**config.mk**
```make
export PLATFORM = sky130hd
export DESIGN_NAME = forth_style_data_stack_engine_flat
export DESIGN_NICKNAME = d
export VERILOG_FILES = /design/src/fds_pkg.sv /design/src/fds_ifs.sv /design/src/fds_ram.sv /design/src/forth_style_data_stack_engine.sv /design/src/flat_wrapper.sv
export SDC_FILE = /design/constraint.sdc
export NUM_CORES = 2
export LEC_CHECK = 0
export BUFFER_PORTS_ARGS = -buffer_cell sky130_fd_sc_hd__buf_2
export CAP_MARGIN = 5
export CORE_MARGIN = 5
export CORE_UTILIZATION = 25
export CTS_CLUSTER_DIAMETER = 120
export DETAILED_ROUTE_END_ITERATION = 6
export SLEW_MARGIN = 30
export SYNTH_ARGS = -nofsm -noshare
export SYNTH_HDL_FRONTEND = slang
export SYNTH_SLANG_ARGS = --single-unit
```
**constraint.sdc**
```tcl
create_clock -name i_clk -period 5.65 [get_ports i_clk]
set_input_delay 1.13 -clock i_clk [delete_from_list [all_inputs] [get_ports i_clk]]
set_output_delay 1.13 -clock i_clk [all_outputs]
set_load 0.01 [all_outputs]
```
**src/fds_pkg.sv**
```systemverilog
// Package for the data stack engine: sizes, codes, entry and request/response types.
// Used by every other source file but fds_ram; depends on nothing.
`default_nettype none

package fds_pkg;

    // Stack size and entry width.
    localparam int STACK_DEPTH = 64;
    localparam int VALUE_WIDTH = 32;
    localparam int ADDR_W      = $clog2(STACK_DEPTH);
    localparam int CNT_W       = $clog2(STACK_DEPTH + 1);
    localparam int ENTRY_W     = VALUE_WIDTH + 1;

    // Fixed widths of the request and response fields.
    localparam int ACT_W   = 4;
    localparam int FIELD_W = 32;
    localparam int DEPTH_W = 7;
    localparam int ERR_W   = 3;

    // Stack words.
    typedef enum logic [ACT_W-1:0] {
        ACT_PUSH  = 4'd0,
        ACT_DUP   = 4'd1,
        ACT_DROP  = 4'd2,
        ACT_SWAP  = 4'd3,
        ACT_OVER  = 4'd4,
        ACT_ROT   = 4'd5,
        ACT_PICK  = 4'd6,
        ACT_ROLL  = 4'd7,
        ACT_CLEAR = 4'd8,
        ACT_DEPTH = 4'd9
    } t_action;

    // Error codes reported with every response.
    typedef enum logic [ERR_W-1:0] {
        ERR_OK     = 3'd0,
        ERR_UNDER  = 3'd1,
        ERR_NOTNUM = 3'd2,
        ERR_BOUNDS = 3'd3,
        ERR_OVER   = 3'd4
    } t_err;

    // Sequencer states of the engine.
    typedef enum logic [3:0] {
        ST_IDLE,
        ST_EXEC,
        ST_LOAD_TOP,
        ST_SWAP,
        ST_ROT_A,
        ST_ROT_B,
        ST_COPY,
        ST_ROLL_GET,
        ST_ROLL_SHIFT,
        ST_WR_HOLD,
        ST_DONE
    } t_state;

    // One stack entry: tag above the value.
    typedef struct packed {
        logic                   tag;
        logic [VALUE_WIDTH-1:0] value;
    } t_entry;

    // Request and response payloads.
    typedef struct packed {
        logic [ACT_W-1:0]          action;
        logic signed [FIELD_W-1:0] push_value;
        logic                      push_is_number;
    } t_req;

    typedef struct packed {
        logic signed [FIELD_W-1:0] top_value;
        logic                      top_is_number;
        logic [DEPTH_W-1:0]        stack_depth;
        logic [ERR_W-1:0]          error_code;
    } t_rsp;

    // Sign-extends a pushed field value and keeps the stored width.
    function automatic logic [VALUE_WIDTH-1:0] to_value(input logic signed [FIELD_W-1:0] v);
        logic signed [63:0] w;
        w = 64'(v);
        return w[VALUE_WIDTH-1:0];
    endfunction

    // Sign-extends a stored value and keeps the response field width.
    function automatic logic [FIELD_W-1:0] to_field(input logic [VALUE_WIDTH-1:0] v);
        logic signed [63:0] w;
        w = 64'(signed'(v));
        return w[FIELD_W-1:0];
    endfunction

endpackage

`default_nettype wire

```
**src/fds_ifs.sv**
```systemverilog
// Request and response channel interfaces of the data stack engine.
// Depends on fds_pkg for the payload types.
`default_nettype none

interface fds_req_if;
    logic          valid;
    logic          ready;
    fds_pkg::t_req data;

    modport source (output valid, output data, input ready);
    modport sink   (input valid, input data, output ready);
endinterface

interface fds_rsp_if;
    logic          valid;
    logic          ready;
    fds_pkg::t_rsp data;

    modport source (output valid, output data, input ready);
    modport sink   (input valid, input data, output ready);
endinterface

`default_nettype wire

```
**src/fds_ram.sv**
```systemverilog
// Generic simple dual-port RAM: one write port, one read port with registered data.
// Stand-alone; depends on nothing.
`default_nettype none

module fds_ram #(
    parameter int WIDTH = 33,
    parameter int DEPTH = 64
) (
    input  wire logic                     i_clk,
    input  wire logic                     i_we,
    input  wire logic [$clog2(DEPTH)-1:0] i_waddr,
    input  wire logic [WIDTH-1:0]         i_wdata,
    input  wire logic [$clog2(DEPTH)-1:0] i_raddr,
    output logic      [WIDTH-1:0]         o_rdata
);

    logic [WIDTH-1:0] r_mem [DEPTH];
    logic [WIDTH-1:0] r_rdata;

    // Write port and registered read port.
    always_ff @(posedge i_clk) begin
        if (i_we) begin
            r_mem[i_waddr] <= i_wdata;
        end
        r_rdata <= r_mem[i_raddr];
    end

    assign o_rdata = r_rdata;

endmodule

`default_nettype wire

```
**src/forth_style_data_stack_engine.sv**
```systemverilog
// Top level of the data stack engine: word sequencer, top-of-stack cache and output register.
// Depends on fds_pkg, fds_ifs (fds_req_if, fds_rsp_if) and fds_ram.
//
// Each request carries one stack word; the engine answers with exactly one response that
// holds the new top entry, the depth and an error code. The stack lives in a 64-entry RAM
// with one write and one read port and a registered read; the top entry is also kept in a
// register. One request is worked on at a time and the next is taken once it is finished.
// Push, DUP, DEPTH, CLEAR, a DROP that empties the stack, unused codes and every error
// finish in EXEC; DROP, OVER, PICK, SWAP, ROT and ROLL go on through further states. The
// single RAM write port sets these: every entry that moves is written in its own step. A
// finished response waits in the output register; the engine then takes the next request
// at once, but can only finish it once that register is free.
`default_nettype none

module forth_style_data_stack_engine (
    input wire logic  i_clk,
    input wire logic  i_rst_n,
    fds_req_if.sink   i_req,
    fds_rsp_if.source o_rsp
);

    localparam int AW = fds_pkg::ADDR_W;
    localparam int CW = fds_pkg::CNT_W;
    localparam int VW = fds_pkg::VALUE_WIDTH;

    fds_pkg::t_state r_state, n_state;

    // Latched request.
    logic [fds_pkg::ACT_W-1:0]          r_act;
    logic signed [fds_pkg::FIELD_W-1:0] r_pv;
    logic                               r_ptag;

    // Stack bookkeeping.
    logic [CW-1:0]    r_count, n_count;
    fds_pkg::t_entry  r_top, n_top;
    fds_pkg::t_entry  r_hold, n_hold;
    fds_pkg::t_err    r_err, n_err;
    logic [AW-1:0]    r_ptr, n_ptr;
    logic [AW-1:0]    r_wa, n_wa;
    logic [AW-1:0]    r_last, n_last;

    // Output register.
    logic            r_ov;
    fds_pkg::t_rsp   r_rsp;
    fds_pkg::t_rsp   rsp_next;
    logic            emit;
    logic            out_free;

    // RAM port.
    logic            ram_we;
    logic [AW-1:0]   ram_waddr;
    logic [AW-1:0]   ram_raddr;
    fds_pkg::t_entry ram_wdata;
    fds_pkg::t_entry ram_rdata;

    // Decode of the request under way.
    fds_pkg::t_err   d_err;
    logic            d_single;
    logic            c_full;
    logic [CW-1:0]   below;
    logic            idx_oob;
    logic [AW-1:0]   d_src;
    fds_pkg::t_entry push_entry;
    fds_pkg::t_entry depth_entry;

    fds_ram #(
        .WIDTH (fds_pkg::ENTRY_W),
        .DEPTH (fds_pkg::STACK_DEPTH)
    ) u_ram (
        .i_clk   (i_clk),
        .i_we    (ram_we),
        .i_waddr (ram_waddr),
        .i_wdata (ram_wdata),
        .i_raddr (ram_raddr),
        .o_rdata (ram_rdata)
    );

    assign out_free = !r_ov || o_rsp.ready;

    // Index check for PICK and ROLL, and the position of the chosen entry.
    always_comb begin
        c_full  = r_count >= CW'(fds_pkg::STACK_DEPTH);
        below   = r_count - CW'(1);
        idx_oob = r_top.value[VW-1]
                  || ({CW'(0), r_top.value} >= {VW'(0), below});
        d_src   = AW'(below - CW'(1)) - AW'(r_top.value);
        push_entry.tag    = r_ptag;
        push_entry.value  = fds_pkg::to_value(r_pv);
        depth_entry.tag   = 1'b1;
        depth_entry.value = VW'(r_count);
    end

    // Error code and whether the word finishes in EXEC.
    always_comb begin
        d_err = fds_pkg::ERR_OK;
        case (r_act)
            fds_pkg::ACT_PUSH, fds_pkg::ACT_DEPTH: begin
                if (c_full) d_err = fds_pkg::ERR_OVER;
            end
            fds_pkg::ACT_DUP: begin
                if (r_count < CW'(1)) d_err = fds_pkg::ERR_UNDER;
                else if (c_full)      d_err = fds_pkg::ERR_OVER;
            end
            fds_pkg::ACT_DROP: begin
                if (r_count < CW'(1)) d_err = fds_pkg::ERR_UNDER;
            end
            fds_pkg::ACT_SWAP: begin
                if (r_count < CW'(2)) d_err = fds_pkg::ERR_UNDER;
            end
            fds_pkg::ACT_OVER: begin
                if (r_count < CW'(2)) d_err = fds_pkg::ERR_UNDER;
                else if (c_full)      d_err = fds_pkg::ERR_OVER;
            end
            fds_pkg::ACT_ROT: begin
                if (r_count < CW'(3)) d_err = fds_pkg::ERR_UNDER;
            end
            fds_pkg::ACT_PICK, fds_pkg::ACT_ROLL: begin
                if (r_count < CW'(1)) d_err = fds_pkg::ERR_UNDER;
                else if (!r_top.tag)  d_err = fds_pkg::ERR_NOTNUM;
                else if (idx_oob)     d_err = fds_pkg::ERR_BOUNDS;
            end
            default: d_err = fds_pkg::ERR_OK;
        endcase

        case (r_act)
            fds_pkg::ACT_DROP: d_single = r_count == CW'(1);
            fds_pkg::ACT_SWAP, fds_pkg::ACT_OVER, fds_pkg::ACT_ROT,
            fds_pkg::ACT_PICK, fds_pkg::ACT_ROLL: d_single = 1'b0;
            default: d_single = 1'b1;
        endcase
        if (d_err != fds_pkg::ERR_OK) d_single = 1'b1;
    end

    // Next state.
    always_comb begin
        n_state = r_state;
        case (r_state)
            fds_pkg::ST_IDLE: begin
                if (i_req.valid) n_state = fds_pkg::ST_EXEC;
            end
            fds_pkg::ST_EXEC: begin
                if (d_single) begin
                    n_state = out_free ? fds_pkg::ST_IDLE : fds_pkg::ST_DONE;
                end else begin
                    case (r_act)
                        fds_pkg::ACT_DROP: n_state = fds_pkg::ST_LOAD_TOP;
                        fds_pkg::ACT_SWAP: n_state = fds_pkg::ST_SWAP;
                        fds_pkg::ACT_ROT:  n_state = fds_pkg::ST_ROT_A;
                        fds_pkg::ACT_ROLL: n_state = fds_pkg::ST_ROLL_GET;
                        default:           n_state = fds_pkg::ST_COPY;
                    endcase
                end
            end
            fds_pkg::ST_SWAP:  n_state = fds_pkg::ST_WR_HOLD;
            fds_pkg::ST_ROT_A: n_state = fds_pkg::ST_ROT_B;
            fds_pkg::ST_ROT_B: n_state = fds_pkg::ST_WR_HOLD;
            fds_pkg::ST_ROLL_GET: begin
                n_state = (r_ptr == r_last) ? fds_pkg::ST_WR_HOLD : fds_pkg::ST_ROLL_SHIFT;
            end
            fds_pkg::ST_ROLL_SHIFT: begin
                if (r_ptr + AW'(1) == r_last) n_state = fds_pkg::ST_WR_HOLD;
            end
            fds_pkg::ST_LOAD_TOP, fds_pkg::ST_COPY, fds_pkg::ST_WR_HOLD, fds_pkg::ST_DONE: begin
                n_state = out_free ? fds_pkg::ST_IDLE : fds_pkg::ST_DONE;
            end
            default: n_state = fds_pkg::ST_IDLE;
        endcase
    end

    // Datapath controls: RAM accesses, bookkeeping updates and response hand-off.
    always_comb begin
        n_count   = r_count;
        n_top     = r_top;
        n_hold    = r_hold;
        n_err     = r_err;
        n_ptr     = r_ptr;
        n_wa      = r_wa;
        n_last    = r_last;
        ram_we    = 1'b0;
        ram_waddr = r_wa;
        ram_wdata = r_hold;
        ram_raddr = r_ptr;
        emit      = 1'b0;
        case (r_state)
            fds_pkg::ST_EXEC: begin
                n_err  = d_err;
                n_hold = r_top;
                n_last = AW'(r_count - CW'(2));
                emit   = d_single && out_free;
                if (d_err == fds_pkg::ERR_OK) begin
                    case (r_act)
                        fds_pkg::ACT_PUSH: begin
                            ram_we    = 1'b1;
                            ram_waddr = AW'(r_count);
                            ram_wdata = push_entry;
                            n_top     = push_entry;
                            n_count   = r_count + CW'(1);
                        end
                        fds_pkg::ACT_DUP: begin
                            ram_we    = 1'b1;
                            ram_waddr = AW'(r_count);
                            ram_wdata = r_top;
                            n_count   = r_count + CW'(1);
                        end
                        fds_pkg::ACT_DROP: begin
                            ram_raddr = AW'(r_count - CW'(2));
                            n_count   = r_count - CW'(1);
                        end
                        fds_pkg::ACT_SWAP: begin
                            ram_raddr = AW'(r_count - CW'(2));
                        end
                        fds_pkg::ACT_OVER: begin
                            ram_raddr = AW'(r_count - CW'(2));
                            n_wa      = AW'(r_count);
                            n_count   = r_count + CW'(1);
                        end
                        fds_pkg::ACT_ROT: begin
                            ram_raddr = AW'(r_count - CW'(3));
                        end
                        fds_pkg::ACT_PICK: begin
                            ram_raddr = d_src;
                            n_wa      = AW'(r_count - CW'(1));
                        end
                        fds_pkg::ACT_ROLL: begin
                            ram_raddr = d_src;
                            n_ptr     = d_src;
                            n_count   = r_count - CW'(1);
                        end
                        fds_pkg::ACT_CLEAR: begin
                            n_count = '0;
                        end
                        fds_pkg::ACT_DEPTH: begin
                            ram_we    = 1'b1;
                            ram_waddr = AW'(r_count);
                            ram_wdata = depth_entry;
                            n_top     = depth_entry;
                            n_count   = r_count + CW'(1);
                        end
                        default: n_count = r_count;
                    endcase
                end
            end
            fds_pkg::ST_LOAD_TOP: begin
                n_top = ram_rdata;
                emit  = out_free;
            end
            // The second entry goes on top; the old top follows into its place.
            fds_pkg::ST_SWAP: begin
                ram_we    = 1'b1;
                ram_waddr = r_last + AW'(1);
                ram_wdata = ram_rdata;
                n_top     = ram_rdata;
            end
            // Third entry goes on top while the second is fetched.
            fds_pkg::ST_ROT_A: begin
                ram_we    = 1'b1;
                ram_waddr = r_last + AW'(1);
                ram_wdata = ram_rdata;
                n_top     = ram_rdata;
                ram_raddr = r_last;
            end
            fds_pkg::ST_ROT_B: begin
                ram_we    = 1'b1;
                ram_waddr = r_last - AW'(1);
                ram_wdata = ram_rdata;
            end
            fds_pkg::ST_COPY: begin
                ram_we    = 1'b1;
                ram_waddr = r_wa;
                ram_wdata = ram_rdata;
                n_top     = ram_rdata;
                emit      = out_free;
            end
            // The chosen entry is held and becomes the new top.
            fds_pkg::ST_ROLL_GET: begin
                n_hold    = ram_rdata;
                n_top     = ram_rdata;
                ram_raddr = r_ptr + AW'(1);
            end
            // Each entry above the chosen one moves down by one, one per cycle.
            fds_pkg::ST_ROLL_SHIFT: begin
                ram_we    = 1'b1;
                ram_waddr = r_ptr;
                ram_wdata = ram_rdata;
                ram_raddr = r_ptr + AW'(2);
                n_ptr     = r_ptr + AW'(1);
            end
            fds_pkg::ST_WR_HOLD: begin
                ram_we    = 1'b1;
                ram_waddr = r_last;
                ram_wdata = r_hold;
                emit      = out_free;
            end
            fds_pkg::ST_DONE: begin
                emit = out_free;
            end
            default: emit = 1'b0;
        endcase
    end

    // Response built from the state after the word.
    always_comb begin
        if (n_count == '0) begin
            rsp_next.top_value     = '0;
            rsp_next.top_is_number = 1'b1;
        end else begin
            rsp_next.top_value     = fds_pkg::to_field(n_top.value);
            rsp_next.top_is_number = n_top.tag;
        end
        rsp_next.stack_depth = fds_pkg::DEPTH_W'(n_count);
        rsp_next.error_code  = n_err;
    end

    // Control registers.
    always_ff @(posedge i_clk) begin
        if (!i_rst_n) begin
            r_state <= fds_pkg::ST_IDLE;
            r_count <= '0;
            r_ov    <= 1'b0;
        end else begin
            r_state <= n_state;
            r_count <= n_count;
            if (emit) begin
                r_ov <= 1'b1;
            end else if (o_rsp.ready) begin
                r_ov <= 1'b0;
            end
        end
    end

    // Payload registers.
    always_ff @(posedge i_clk) begin
        r_top  <= n_top;
        r_hold <= n_hold;
        r_err  <= n_err;
        r_ptr  <= n_ptr;
        r_wa   <= n_wa;
        r_last <= n_last;
        if (i_req.valid && i_req.ready) begin
            r_act  <= i_req.data.action;
            r_pv   <= i_req.data.push_value;
            r_ptag <= i_req.data.push_is_number;
        end
        if (emit) begin
            r_rsp <= rsp_next;
        end
    end

    assign i_req.ready = r_state == fds_pkg::ST_IDLE;
    assign o_rsp.valid = r_ov;
    assign o_rsp.data  = r_rsp;

endmodule

`default_nettype wire

```
**src/flat_wrapper.sv**
```systemverilog
// flat-port wrapper written by rule: the top's interface ports become plain ports
module forth_style_data_stack_engine_flat 
  (i_clk, i_rst_n, i_req_valid, i_req_data, i_req_ready, o_rsp_valid, o_rsp_data, o_rsp_ready);
  fds_req_if i_req_i ();
  fds_rsp_if o_rsp_i ();
  input wire logic i_clk;
  input wire logic i_rst_n;
  input wire logic [$bits(i_req_i.valid)-1:0] i_req_valid;
  input wire logic [$bits(i_req_i.data)-1:0] i_req_data;
  output wire logic [$bits(i_req_i.ready)-1:0] i_req_ready;
  output wire logic [$bits(o_rsp_i.valid)-1:0] o_rsp_valid;
  output wire logic [$bits(o_rsp_i.data)-1:0] o_rsp_data;
  input wire logic [$bits(o_rsp_i.ready)-1:0] o_rsp_ready;
  assign i_req_i.valid = i_req_valid;
  assign i_req_i.data = i_req_data;
  assign i_req_ready = i_req_i.ready;
  assign o_rsp_valid = o_rsp_i.valid;
  assign o_rsp_data = o_rsp_i.data;
  assign o_rsp_i.ready = o_rsp_ready;
  forth_style_data_stack_engine u_core (.i_clk(i_clk), .i_rst_n(i_rst_n), .i_req(i_req_i), .o_rsp(o_rsp_i));
endmodule
```
# Word-level counts from Yosys, hierarchy flattened

Memory sizes are Yosys's and may differ from the RTL's. A register that Yosys moved wholly into a read port is not among the register bits.
Index checks and enable logic that the tools add are counted.

Register bits after elaboration: 179
RAM bits: 2112
Bits of input ports: 41
Output and inout port bits: 45
Word-level logic and storage cells: 138
Memories kept: 1

$add $sub $neg: 10
Magnitude comparators: 5
Eq/ne operators: 26
Multiplexer cells: 48
Reductions and logical operators: 30

Memories:

| name               | depth | bits a word | rd ports | clocked after Yosys merged registers in | wr ports | line          | RTL |
|---|---|---|---|---|---|---|---|
| u_core.u_ram.r_mem | 64    | 33          | 1        | 1                                       | 1        | fds_ram.sv:17 | `logic [WIDTH-1:0] r_mem [DEPTH];` |

Operator list:

| operator                                                    | count |
|---|---|
| case mux 33 bit (2 select lines)                            | 4 |
| case mux 33 bit (3 select lines)                            | 1 |
| 2-to-1 mux 33 bit                                           | 2 |
| equality test 4 x 3 -> 1 bit (second input constant)        | 8 |
| greater-or-equal comparator 32 x 7 -> 1 bit                 | 1 |
| 2-to-1 mux 6 bit                                            | 5 |
| case mux 6 bit (5 select lines)                             | 1 |
| case mux 4 bit (7 select lines)                             | 1 |
| case mux 6 bit (2 select lines)                             | 2 |
| case mux 6 bit (4 select lines)                             | 1 |
| case mux 3 bit (7 select lines)                             | 1 |
| case mux 7 bit (3 select lines)                             | 1 |
| equality test 4 bit (second input constant)                 | 5 |
| 2-to-1 mux 3 bit                                            | 6 |
| case mux 6 bit (3 select lines)                             | 1 |
| equality test 4 x 2 -> 1 bit (second input constant)        | 4 |
| 2-to-1 mux 4 bit                                            | 4 |
| OR reduction 5 bit                                          | 3 |
| less-than comparator 7 x 2 -> 1 bit (second input constant) | 2 |
| 2-to-1 mux 7 bit                                            | 2 |
| adder 6 x 1 -> 6 bit (second input constant)                | 2 |
| equality test 6 bit                                         | 2 |
| case mux 3 bit (4 select lines)                             | 1 |
| subtractor 6 x 1 -> 6 bit (second input constant)           | 2 |
| 28 further kinds                                            | 57 |

# Logic depth before layout (Yosys ltp)

Word-level depth: 12
Mapped depth: 25
Depth with buffers taken out: 17

# Hierarchy

A second synthesis with hierarchy kept.

Cell total of the unflattened synthesis: 4673
Area total of the unflattened synthesis: 91362.6 µm²

By module, submodules not included:

| module                        | instances | cells each | area each (µm²) | seq. area each (µm²) |
|---|---|---|---|---|
| fds_ram                       | 1         | 3598       | 81187.9         | 64081.5 |
| forth_style_data_stack_engine | 1         | 1075       | 10174.8         | 4894.7 |

# Worst setup path before layout

OpenSTA, ideal clock, no wires.

Kind: register to register
Start: register u_core.r_count[2]
End: memory u_core.u_ram.r_mem[58][0], enable pin
Library setup time: 464 ps
Arrival time: 5563 ps
Data required time: 5186 ps
Path slack: -378 ps
Stages on the path, launching flop included: 15
Path buffers: 1
Clock period less this slack: 6028 ps
Path through: dfxtp_1 > clkbuf_1 > inv_1 > ha_1 > and3b_1 > o311ai_0 > a31oi_1 > o21ai_0 > nor4_1 > nand2_1 > nor2_1 > a211oi_1 > and3_1 > nand2_1 > nor3_1

Word-level cells in the longest chain between the ends: 12
Elaborated cells on any way between the ends: 25
Classes of those cells: add/sub (1); order compare (5); mux (17); reduce/logical (2)

Ends and longest elaborated chain:

| what                                        | line                                 | RTL |
|---|---|---|
| start, declared                             | forth_style_data_stack_engine.sv:34  | `logic [CW-1:0] r_count, n_count;` |
| start signal, assigned                      | forth_style_data_stack_engine.sv:322 | `r_count <= n_count;` |
| subtractor 7 x 1 -> 7 bit                   | forth_style_data_stack_engine.sv:83  | `below = r_count - CW'(1);` |
| greater-or-equal comparator 32 x 7 -> 1 bit | forth_style_data_stack_engine.sv:85  | `\|\| ({CW'(0), r_top.value} >= {VW'(0), below});` |
| logical OR 1 bit                            | forth_style_data_stack_engine.sv:85  |  |
| 2-to-1 mux 2 bit                            | forth_style_data_stack_engine.sv:120 | `else if (idx_oob) d_err = fds_pkg::ERR_BOUNDS;` |
| 2-to-1 mux 3 bit                            | forth_style_data_stack_engine.sv:119 | `else if (!r_top.tag) d_err = fds_pkg::ERR_NOTNUM;` |
| 2-to-1 mux 3 bit                            | forth_style_data_stack_engine.sv:118 | `if (r_count < CW'(1)) d_err = fds_pkg::ERR_UNDER;` |
| case mux 3 bit (7 select lines)             | forth_style_data_stack_engine.sv:96  | `case (r_act)` |
| logical NOT 3 bit                           | forth_style_data_stack_engine.sv:190 | `if (d_err == fds_pkg::ERR_OK) begin` |
| 2-to-1 mux 1 bit                            | forth_style_data_stack_engine.sv:190 |  |
| case mux 1 bit (2 select lines)             | forth_style_data_stack_engine.sv:184 | `case (r_state)` |
| 2-to-1 mux 1 bit                            | fds_ram.sv:22                        | `if (i_we) begin` |
| 2-to-1 mux 1 bit (implied by the code)      | fds_ram.sv:23                        | `r_mem[i_waddr] <= i_wdata;` |
| end, declared                               | fds_ram.sv:17                        |  |

Several ways; a longest one is shown, not always the timed one.

# Worst setup path after layout

Start: register u_core.r_count[1]
End: register u_core.u_ram.r_rdata[26], in the netlist u_core.u_ram.o_rdata[26], read port of u_core.u_ram.r_mem

Word-level cells in the longest chain between the ends: 10
Elaborated cells on any way between the ends: 25
Classes of those cells: add/sub (5); order compare (5); mux (13); reduce/logical (2)

Ends and longest elaborated chain:

| what                                        | line                                 | RTL |
|---|---|---|
| subtractor 7 x 1 -> 7 bit                   | forth_style_data_stack_engine.sv:83  |  |
| greater-or-equal comparator 32 x 7 -> 1 bit | forth_style_data_stack_engine.sv:85  |  |
| logical OR 1 bit                            | forth_style_data_stack_engine.sv:85  |  |
| 2-to-1 mux 2 bit                            | forth_style_data_stack_engine.sv:120 |  |
| 2-to-1 mux 3 bit                            | forth_style_data_stack_engine.sv:119 |  |
| 2-to-1 mux 3 bit                            | forth_style_data_stack_engine.sv:118 |  |
| case mux 3 bit (7 select lines)             | forth_style_data_stack_engine.sv:96  |  |
| logical NOT 3 bit                           | forth_style_data_stack_engine.sv:190 |  |
| 2-to-1 mux 6 bit (*)                        | forth_style_data_stack_engine.sv:190 |  |
| case mux 6 bit (4 select lines) (*)         | forth_style_data_stack_engine.sv:184 |  |
| end, declared                               | fds_ram.sv:18                        | `logic [WIDTH-1:0] r_rdata;` |

Mark *: on every way between the ends. The rest lies on a longest branch, timed or not.
A chain may end at the register's enable or synchronous reset.

==> results.sh <==
export IMPL_gp_congestion=0.896
export IMPL_clockBufferDepth=4
export IMPL_grt_first_pass_wirelength_mm=442
export IMPL_place_ws_ns=0.0445
export IMPL_hold_depth=1
export IMPL_skew_ns=0.0999
export IMPL_wirelength_mm=315
export IMPL_fin_crit_sh=0.979
export IMPL_grt_max_degree=92
export IMPL_synthesis_nets=6666
export IMPL_worst_ep_required_time_ns=6.39
export IMPL_fin_ws_ns=0.118
export IMPL_synth_top_cell_area_share=0.722
export IMPL_synth_edf_count=2243
export IMPL_violations="DRC"
export IMPL_final_common_cell="edfxtp_1"
export IMPL_areaGrowthSynthToFinish_pct=19.7
export IMPL_cts_clk_slew_worst_paths_ns=0.06
export IMPL_hpwl_mm=193
export IMPL_synthArstFlopShare=0
export IMPL_hp_class="in2reg"
export IMPL_numCtsBuffers=228
export IMPL_status="finished, violations left"
export IMPL_ctsHoldBuffers=0
export IMPL_fin_crit_ns=5.53
export IMPL_antenna_found_initial=19
export IMPL_drv_cap=0
export IMPL_yosysSeqAreaShare=0.739
export IMPL_mostFrequentLayoutCells="edfxtp_1 (2243), nand2_1 (1363), nand3_1 (540), buf_4 (342), mux2i_1 (285)"
export IMPL_drtPass1Iterations=7
export IMPL_synthFlopType="edfxtp_1"
export IMPL_netlist_top_cells_area="edfxtp_1 (72%), nand2_1 (5.5%), mux2i_1 (3.1%), nand3_1 (2.9%), dfxtp_1 (1.7%)"
export IMPL_wire_per_inst_um=25.9
export IMPL_yosys_area_top_type="edfxtp_1"
export IMPL_path_class="reg2reg"
export IMPL_final_area_mm2=0.112
export IMPL_worstSkewPairLatency_ns=0.91
export IMPL_p_leak_nw=37.3
export IMPL_drt_iter0_markers=9083
export IMPL_crit_path_end_kind="register"
export IMPL_coreArea_mm2=0.372
export IMPL_remaining_drc_errors=41
export IMPL_placed_cell_area_mm2=0.104
export IMPL_die_area_mm2=0.386
export IMPL_cp_max_fo=46
export IMPL_portBuffers=85
export IMPL_cts_sinks=2324
export IMPL_cts_tree="yes"
export IMPL_fmax_mhz=181
export IMPL_rsz0062_at_grt="false"
export IMPL_ir_worst_vdd_mv=0.267
export IMPL_syn_area_per_cell_um2=14.1
export IMPL_cp_arrival_ns=6.27
export IMPL_num_rows=224
export IMPL_fp_dieW_um=621
export IMPL_hold_violations=0
export IMPL_start_kind="register"
export IMPL_netlist_area_mm2=0.0933
export IMPL_grt_pass1_vias=59200
export IMPL_fin_nets=7034
export IMPL_syn_inst=6600
export IMPL_p_per_area_mw_per_mm2=444
export IMPL_tightest_slew_ns=1.04
export IMPL_drv_slew=0
export IMPL_setup_viol=0
export IMPL_root_buffer="clkbuf_16"
export IMPL_overflow=0
export IMPL_yosysUniqueCellTypes=93
export IMPL_via_per_inst=5.14
export IMPL_synth_warnings=0
export IMPL_die_h_um=621
export IMPL_grt_usage=0.155
export IMPL_htree_levels=4
export IMPL_slew_limit_headroom=0.309
export IMPL_ys_ff_latch=2324
export IMPL_ios=86
export IMPL_r2r_cells=20
export IMPL_vias=62400
export IMPL_layout_drive_gt1_share=0.158
export IMPL_ant_nets=0
export IMPL_start_util=0.251
[report_power, final]
part	switching [mW]	leakage, nW	total [mW]	internal (mW)
Sequential	0.767	21.0	22.0	21.2
Combinational	8.92	12.7	12.7	3.79
Clock	6.54	3.54	14.9	8.36
Total	16.2	37.3	49.6	33.4
[kinds of logic after synthesis]
| group | share of synthesized area |
|---|---|
| AND/OR/NAND/NOR | 0.112 |
| AO/OA/AOI/OAI | 0.0775 |
| multiplexers | 0.0386 |
| adder cells (fa/ha/maj) | 0.00351 |
| XOR/XNOR | 0.00394 |
| buffers and inverters | 0.0251 |
| flip-flops | 0.739 |
[sequential cells by signal, summed over array words and instances, names as in the netlist, 3 cells and up]
| signal | flops |
|---|---|
| u_core.r_err | 3 |
| u_core.r_last | 6 |
| u_core.o_rsp.data | 43 |
| u_core.r_count | 7 |
| u_core.r_wa | 6 |
| u_core.r_top | 33 |
| u_core.r_hold | 33 |
| u_core.r_state | 4 |
| u_core.u_ram.o_rdata | 33 |
| u_core.u_ram.r_mem | 2112 |
| u_core.r_act | 4 |
| u_core.r_pv | 32 |
| u_core.r_ptr | 6 |
[repair_timing]
action	4_1_cts	5_1_grt
buffers inserted	0	1
resized for setup	0	10
endpoints found under the setup margin	0	24
[through the flow]
stage | util | power (mW) | cells | hold slack [ns] | setup TNS [ns]
6_report | 0.300 | 49.6 | 12100 | 0.446 | 0
5_1_grt | 0.300 | 51.1 | 12100 | 0.407 | 0
4_1_cts | 0.300 | 49.4 | 12100 | 0.390 | 0
3_5_place_dp | 0.280 | 34.6 | 11700 | 0.464 | 0
3_3_place_gp | 0.280 | 34.4 | 11700 | 0.445 | 0
2_1_floorplan | - | 28.5 | 6600 | 0.427 | -21.35
[final cells by class]
cell class / instances / area (um2)
well taps: 4972 / 6220
diodes: 20 / 50.0
repair buffers: 585 / 6180
flip-flops and latches: 2324 / 69000
clock inverters: 116 / 1030
multi-input cells: 3745 / 22700
inverters: 84 / 315
fillers: 36800 / 261000
clock buffers: 299 / 6170
[layer usage]
metal / global-route usage / vias up / wire (um) / part of all wire
met5: 0 / - / 80 / 0.00025
met4: 0.0653 / 8 / 15100 / 0.048
met3: 0.0352 / 615 / 37200 / 0.12
met2: 0.235 / 4061 / 137000 / 0.44
met1: 0.214 / 31600 / 125000 / 0.40
li1: - / 26100 / - / -
[cells in the mapped netlist, drive strengths merged (10+ instances only)]
cell type and instances:
a2111oi 58, a211oi 22, a21o 13, a21oi 153, a221o 42, a221oi 32, a222oi 89, a22o 26
a22oi 53, a311oi 44, a31oi 51, a32oi 100, and2 24, and3 46, buf 253, clkbuf 194
dfxtp 81, edfxtp 2243, ha 23, inv 84, mux2 67, mux2i 285, nand2 1363, nand2b 10
nand3 541, nand4 90, nor2 163, nor3 35, nor4 20, o2111ai 23, o211ai 20, o21ai 90
o221ai 10, o22ai 48, or3 25, or4 20, xnor2 24, xor2 18
[path summary, 6_finish.rpt]
check / start / endpoint / slack (ns)
max reg2reg: u_core.r_count[1] / u_core.u_ram.o_rdata[26] / 0.12
max: u_core.r_count[1] / u_core.u_ram.o_rdata[26] / 0.12
min: i_req_data[15] / u_core.r_pv[14] / 0.45
min reg2reg: u_core.r_err[2] / u_core.r_err[2] / 0.47
[worst max-delay path, stage by stage (launching register included)]
cell and delay [ns]:
dfxtp_1 0.31, inv_1 0.19, ha_1 0.31, nand2_1 0.10, xor2_1 0.23, inv_1 0.08, ha_1 0.32, nand3_1 0.10
o22ai_1 0.26, o2111ai_1 0.21, and3_4 0.24, or3_4 0.45, a31o_4 0.34, buf_12 0.20, buf_12 0.20, buf_12 0.24
nand2_1 0.07, a21oi_1 0.05, o21ai_0 0.19, nand4_1 0.63, or3_1 0.61
Note: power is estimated with default switching activity, not from simulation.
